## config.mk

```make
export PLATFORM = sky130hd
export DESIGN_NAME = nps_front
export DESIGN_NICKNAME = d
export VERILOG_FILES = /design/src/rtl/nps_pkg.sv /design/src/rtl/nps_front.sv
export SDC_FILE = /design/constraint.sdc
export NUM_CORES = 1
export LEC_CHECK = 0
export BUFFER_PORTS_ARGS = -buffer_cell sky130_fd_sc_hd__buf_2
export CORE_UTILIZATION = 52
export DETAILED_ROUTE_END_ITERATION = 16
export PLACE_DENSITY = 0.87
export SYNTH_ARGS = -nofsm -noshare
export SYNTH_HDL_FRONTEND = slang
export SYNTH_SLANG_ARGS = --single-unit
```

## constraint.sdc

```tcl
create_clock -name clk -period 6.7 [get_ports clk]
set_input_delay 0.335 -clock clk [delete_from_list [all_inputs] [get_ports clk]]
set_output_delay 0.335 -clock clk [all_outputs]
set_load 0.005 [all_outputs]
```

## src/rtl/nps_pkg.sv

```systemverilog
package nps_pkg;

	localparam int MAX_COMPONENTS_DEF = 64;
	localparam int COORD_WIDTH_DEF    = 24;
	localparam int CORDIC_STEPS_DEF   = 16;

	localparam int CORDIC_W  = 42;
	localparam int ANGLE_W   = 26;
	localparam int STEP_W    = 5;
	localparam int ATAN_LEN  = 24;
	localparam logic [23:0] GAIN_Q24 = 24'd10188014;

	typedef enum logic [1:0] {
		KIND_SKIP  = 2'd0,
		KIND_LOAD  = 2'd1,
		KIND_QUERY = 2'd2
	} kind_t;

	typedef struct packed {
		kind_t       kind;
		logic [5:0]  entry_index;
		logic [22:0] radius;
		logic [15:0] angle;
		logic [23:0] cursor_x;
		logic [23:0] cursor_y;
	} item_t;

	function automatic logic signed [ANGLE_W-1:0] atan_entry(input logic [STEP_W-1:0] i);
		logic signed [ANGLE_W-1:0] a;
		unique case (i)
			5'd0:  a = 26'sd2097152;
			5'd1:  a = 26'sd1238021;
			5'd2:  a = 26'sd654136;
			5'd3:  a = 26'sd332050;
			5'd4:  a = 26'sd166669;
			5'd5:  a = 26'sd83416;
			5'd6:  a = 26'sd41718;
			5'd7:  a = 26'sd20860;
			5'd8:  a = 26'sd10430;
			5'd9:  a = 26'sd5215;
			5'd10: a = 26'sd2608;
			5'd11: a = 26'sd1304;
			5'd12: a = 26'sd652;
			5'd13: a = 26'sd326;
			5'd14: a = 26'sd163;
			5'd15: a = 26'sd81;
			5'd16: a = 26'sd41;
			5'd17: a = 26'sd20;
			5'd18: a = 26'sd10;
			5'd19: a = 26'sd5;
			5'd20: a = 26'sd3;
			5'd21: a = 26'sd1;
			5'd22: a = 26'sd1;
			default: a = 26'sd0;
		endcase
		return a;
	endfunction

endpackage

```

## src/rtl/nps_front.sv

```systemverilog
module nps_front #(
	parameter int MAX_COMPONENTS = nps_pkg::MAX_COMPONENTS_DEF
) (
	input  logic           clk,
	input  logic           arst_n,
	input  logic           in_valid,
	output logic           in_ready,
	input  logic           mode,
	input  logic [5:0]     entry_index,
	input  logic [22:0]    radius,
	input  logic [15:0]    angle,
	input  logic [23:0]    cursor_x,
	input  logic [23:0]    cursor_y,
	output logic           q_valid,
	output nps_pkg::item_t q_item,
	input  logic           q_pop
);

	nps_pkg::item_t entry_q [2];
	logic           wptr_q;
	logic           rptr_q;
	logic [1:0]     count_q;
	nps_pkg::item_t item;
	logic           push;
	logic           pop;

	always_comb begin
		item.entry_index = entry_index;
		item.radius      = radius;
		item.angle       = angle;
		item.cursor_x    = cursor_x;
		item.cursor_y    = cursor_y;
		if (mode) begin
			item.kind = nps_pkg::KIND_QUERY;
		end else if (32'(entry_index) < MAX_COMPONENTS) begin
			item.kind = nps_pkg::KIND_LOAD;
		end else begin
			item.kind = nps_pkg::KIND_SKIP;
		end
	end

	assign in_ready = (count_q != 2'd2);
	assign q_valid  = (count_q != 2'd0);
	assign q_item   = entry_q[rptr_q];
	assign push     = in_valid && in_ready;
	assign pop      = q_pop && q_valid;

	always_ff @(posedge clk) begin
		if (push) begin
			entry_q[wptr_q] <= item;
		end
	end

	always_ff @(posedge clk or negedge arst_n) begin
		if (!arst_n) begin
			wptr_q  <= 1'b0;
			rptr_q  <= 1'b0;
			count_q <= 2'd0;
		end else begin
			if (push) begin
				wptr_q <= ~wptr_q;
			end
			if (pop) begin
				rptr_q <= ~rptr_q;
			end
			unique case ({push, pop})
				2'b10:   count_q <= count_q + 2'd1;
				2'b01:   count_q <= count_q - 2'd1;
				default: count_q <= count_q;
			endcase
		end
	end

endmodule

```

Word level (Yosys, flattened, before mapping)
Memories as Yosys holds them, arrays and structs flattened.
Cells that the tools add are included.
W data, S select, Z words.
{ "word_totals": {"regBits": 4, "n_memories": 1, "out_inout_bits": 97, "ramBits": 190} }
{ "classes": {"bitwise_logic": 2, "add_sub_neg": 2, "n_reduce_logical": 4, "mux": 4, "eq_ne": 3} }
{ "mem_list": {"columns": ["name", "depth", "width", "read_ports", "rd_clocked_by_memory_dff", "write_ports", "line", "rtl"], "rows": [
  ["entry_q", 2, 95, 1, 0, 1, "nps_front.sv:19", "nps_pkg::item_t entry_q [2];"]
]} }
{ "ops": {"columns": ["operator", "n"], "rows": [
  ["$pmux W2 S2", 1],
  ["$reduce_bool A2 Y1", 2],
  ["$add A2 B1 Y2 const B", 1],
  ["$eq A2 B1 Y1 const B", 1],
  ["$eq A2 B2 Y1 const B", 1],
  ["$logic_and A1 B1 Y1", 2],
  ["$mux W1", 2],
  ["$mux W2", 1],
  ["$ne A2 B2 Y1 const B", 1],
  ["$not A1 Y1", 2],
  ["$sub A2 B1 Y2 const B", 1]
]} }

Longest topological paths before layout
{ "depth": {"depth_word": 4, "ltp_mapped": 6, "ltp_nobuf": 6} }

Worst setup path after synthesis
OpenSTA, ideal clock, no wires.
{ "synth_timing": {"path_kind": "register to register", "start": "reg count_q[0]", "end": "mem entry_q[0][0] (netlist name), enable pin", "setup_time_ns": 0.549, "stages_incl_launch_ff": 4, "path_buffers": 0, "slack_ns": 1.538, "t_arrival_ns": 4.612, "required_time_ns": 6.151, "cell_sequence": "dfrtp_1 > nand2b_1 > nand2_1 > nor2_1"} }
{ "synth_via": {"elab_chain_cells": 4} }
{ "synth_lines": {"columns": ["item", "line", "rtl"], "rows": [
  ["from (decl)", "nps_front.sv:22", "logic [1:0] count_q;"],
  ["from (signal assigned)", "nps_front.sv:67", "2'b10: count_q <= count_q + 2'd1;"],
  ["from (signal assigned)", "nps_front.sv:68", "2'b01: count_q <= count_q - 2'd1;"],
  ["from (signal assigned)", "nps_front.sv:69", "default: count_q <= count_q;"],
  ["$ne A2 B2 Y1", "nps_front.sv:42", "assign in_ready = (count_q != 2'd2);"],
  ["named net in_ready", "nps_front.sv:7", "output logic in_ready,"],
  ["$logic_and A1 B1 Y1", "nps_front.sv:45", "assign push = in_valid && in_ready;"],
  ["$mux W1", "nps_front.sv:49", "if (push) begin"],
  ["$mux W1 (implied by the code)", "nps_front.sv:50", "entry_q[wptr_q] <= item;"],
  ["to (decl)", "nps_front.sv:19", null]
]} }
The timed path passes the listed nets, and every way through them passes these cells.

==> results.md <==
- DR iter-0 viols: about 240
- Chip height: 120 um
- Final setup vio count: 0
- Nature of the critical path startpoint: register
- Max-capacitance violation count: 0
- Tot GR Track Use: 0.178
- Data arrival, critical path: 2630 ps
- Multi-input logic area: 0.00133 mm^2
- Total number of vias: between 3000 and 4000
- Io pins: about 200
- Core area: about 0.013 mm^2
- Initial antenna violation count: 0
- FF+latch count, synth: 194
- EDFF count, synth: 190
- Max IR drop VDD: 0.000257 V
- Largest net degree at the start of global routing: 60
- CP top delay family: buffers and inverters
- PwrDens: 418 mW/mm^2
- Cell taking the most area after synthesis: edfxtp_1
- Cts bufs inserted: 17
- Period utilization: 0.442
- RSZ-0062 raised after global routing: no
- CTS Root Cell: clkbuf_16
- Final ANT Viol Nets: 0
- Utilization after layout: 0.663
- CP Buf/Inv Count: 2
- Port buffer count: 194
- Max Root-Sink Buffers: 2
- Synthesized net count: 413
- Mapped Area: 0.00726 mm^2
- Outcome: finished clean
- Count of cell types in the netlist: 18
- Maximum fanout along the worst path: 54
- Initial Util: 0.541
- CTS tree: done
- Seq/Total Area, Yosys: 0.800
- Most frequent cell after synthesis: edfxtp_1
- Layout area overhead: 22.5%
- DP Wirelength: 8.32 mm
- Slew headroom: 0.315
- Fin nets: 619
- Drt wl/cell: 17.5 um
- HP Class: in -> reg
- Vias in the first global route: approximately 3800
- Max Clock Freq: roughly 340 MHz
- First-pass GRT wire length: 18.9 mm
- Leak: 3.45 nW
- Fin worst setup slack: 3740 ps
- Main flop type after synthesis: edfxtp_1
- RD Place Congestion: 0.720
- Req. time, crit path: 6360 ps
- CP max-delay cell: dfrtp_4
- Critical path type: reg -> out
- Post-CTS sizing: 0
- Critical-path cell list: buf_4 > mux2_2 > buf_2
- DR vias/cell: 5.08
- Die X: between 100 and 150 um
- Sum of negative setup slack: 0 ps
- CTS sink cnt: 194
- # diodes: 0
- Slowest stage delay, CP: 840 ps
- Worst-margin pin slew: 1020 ps
- Clock Skew: just under 7 ps
- DRC: 0
- GRT overflow: 0
- CP endpoint kind: output port
- H-tree Lvls: 4
- Avg Cell Area, Syn: about 23 um^2
- Routed WL: approximately 12 mm
- Tmin final: about 3000 ps
- Clock transition at path regs: 60 ps
- YS warnings: 0
- Synth top cells by count: edfxtp_1, mux2_2, mux2_4
- Area contributors post-synth: edfxtp_1, mux2_2, mux2_4
- Die Footprint: 0.0144 mm^2
- R2R Setup Slk: 3960 ps
- FFs w/ async S/R, synth: 0.0206
- Gate Count Post-Synth: 314
- Rows: 42
- First-pass detailed-route iteration total: 4
- Layout cell share with drive strength beyond 1: 0.612
- Fillers: 932
- Final Hold Viols: 0
- Share of the synthesized area in the top cell type: 0.786
- Final Max Slew Viols: 0
- Worst skew pair latency: roughly 420 ps
- Pre-CTS WS: 3930 ps
- Sequential cell area: 0.00581 mm^2
## cell type report
type,instances,share of cell area
flip-flops and latches,194,0.654
repair buffers,198,0.113
well taps,176,0.0248
inverters,1,0.000422
multi-input cells,108,0.149
clock inverters,11,0.0101
clock buffers,19,0.0487
## worst paths after layout
path / startpoint / to / cells after the start
max in group asynchronous: arst_n / rptr_q$_DFFE_PN0P_ / 2
max reg2reg: count_q[0]$_DFFE_PN0P_ / entry_q[0][21]$_DFFE_PP_ / 4
min in group asynchronous: arst_n / count_q[0]$_DFFE_PN0P_ / 2
max: rptr_q$_DFFE_PN0P_ / q_item[0] / 3
min: cursor_x[8] / entry_q[0][32]$_DFFE_PP_ / 1
min reg2reg: count_q[1]$_DFFE_PN0P_ / count_q[1]$_DFFE_PN0P_ / 1
## layer usage
| metal | track usage | share of wire |
|---|---|---|
| met3 | 0.0490 | 0.065 |
| met2 | 0.316 | 0.53 |
| met1 | 0.202 | 0.39 |
| met4 | 0.0742 | 0.015 |
| met5 | 0 | 0 |
## registers in the layout, summed over array words and instances (netlist names)
signal	flops
rptr_q	1
wptr_q	1
count_q	2
entry_q	190
## where the power goes
group          switching [mW]  leakage [nW]  internal (mW)
clock                   0.395         0.262          0.504
sequential              0.123          1.81           1.66
combinational           0.465          1.37          0.560
total                   0.984          3.45           2.73
## placed cells by master (no fill, tap or decap), drive strengths merged
master,count
clkbuf,19
nand2,1
nor2,2
xnor2,3
xor2,2
clkinv,8
dlygate4sd3,1
dfrtp,4
or2,1
nand2b,1
edfxtp,190
ha,1
clkinvlp,1
buf,197
inv,2
and2,1
bufinv,1
mux2,95
and3,1
## metrics by stage
stage	instance area, um^2	std cells	power, mW	hold WS, ps
3_5_place_dp	8350	676	2.86	152
4_1_cts	8890	707	3.76	82.6
3_3_place_gp	8350	676	2.82	145
2_1_floorplan	7260	314	2.52	39.4
5_1_grt	8890	707	3.89	74.6
6_report	8890	707	3.71	101
## what timing repair did
item,4_1_cts,5_1_grt
endpoints found under the hold margin,4,0
buffers inserted,0,0
hold buffers,1,0
endpoints found under the setup margin,0,0
## kinds of logic after synthesis
kind of cell,synth area share
XOR/XNOR,0.00604
adder cells (fa/ha/maj),0.00172
buffers and inverters,0.0186
flip-flops,0.800
multiplexers,0.168
AND/OR/NAND/NOR,0.00535
## worst reg2reg max path, delay by kind of cell (launching register included)
family	cells	cell delay, ps
buffers and inverters	1	760
and+or+nand+nor	3	1140
DFF	1	410
(Power assumes the default switching activity.)
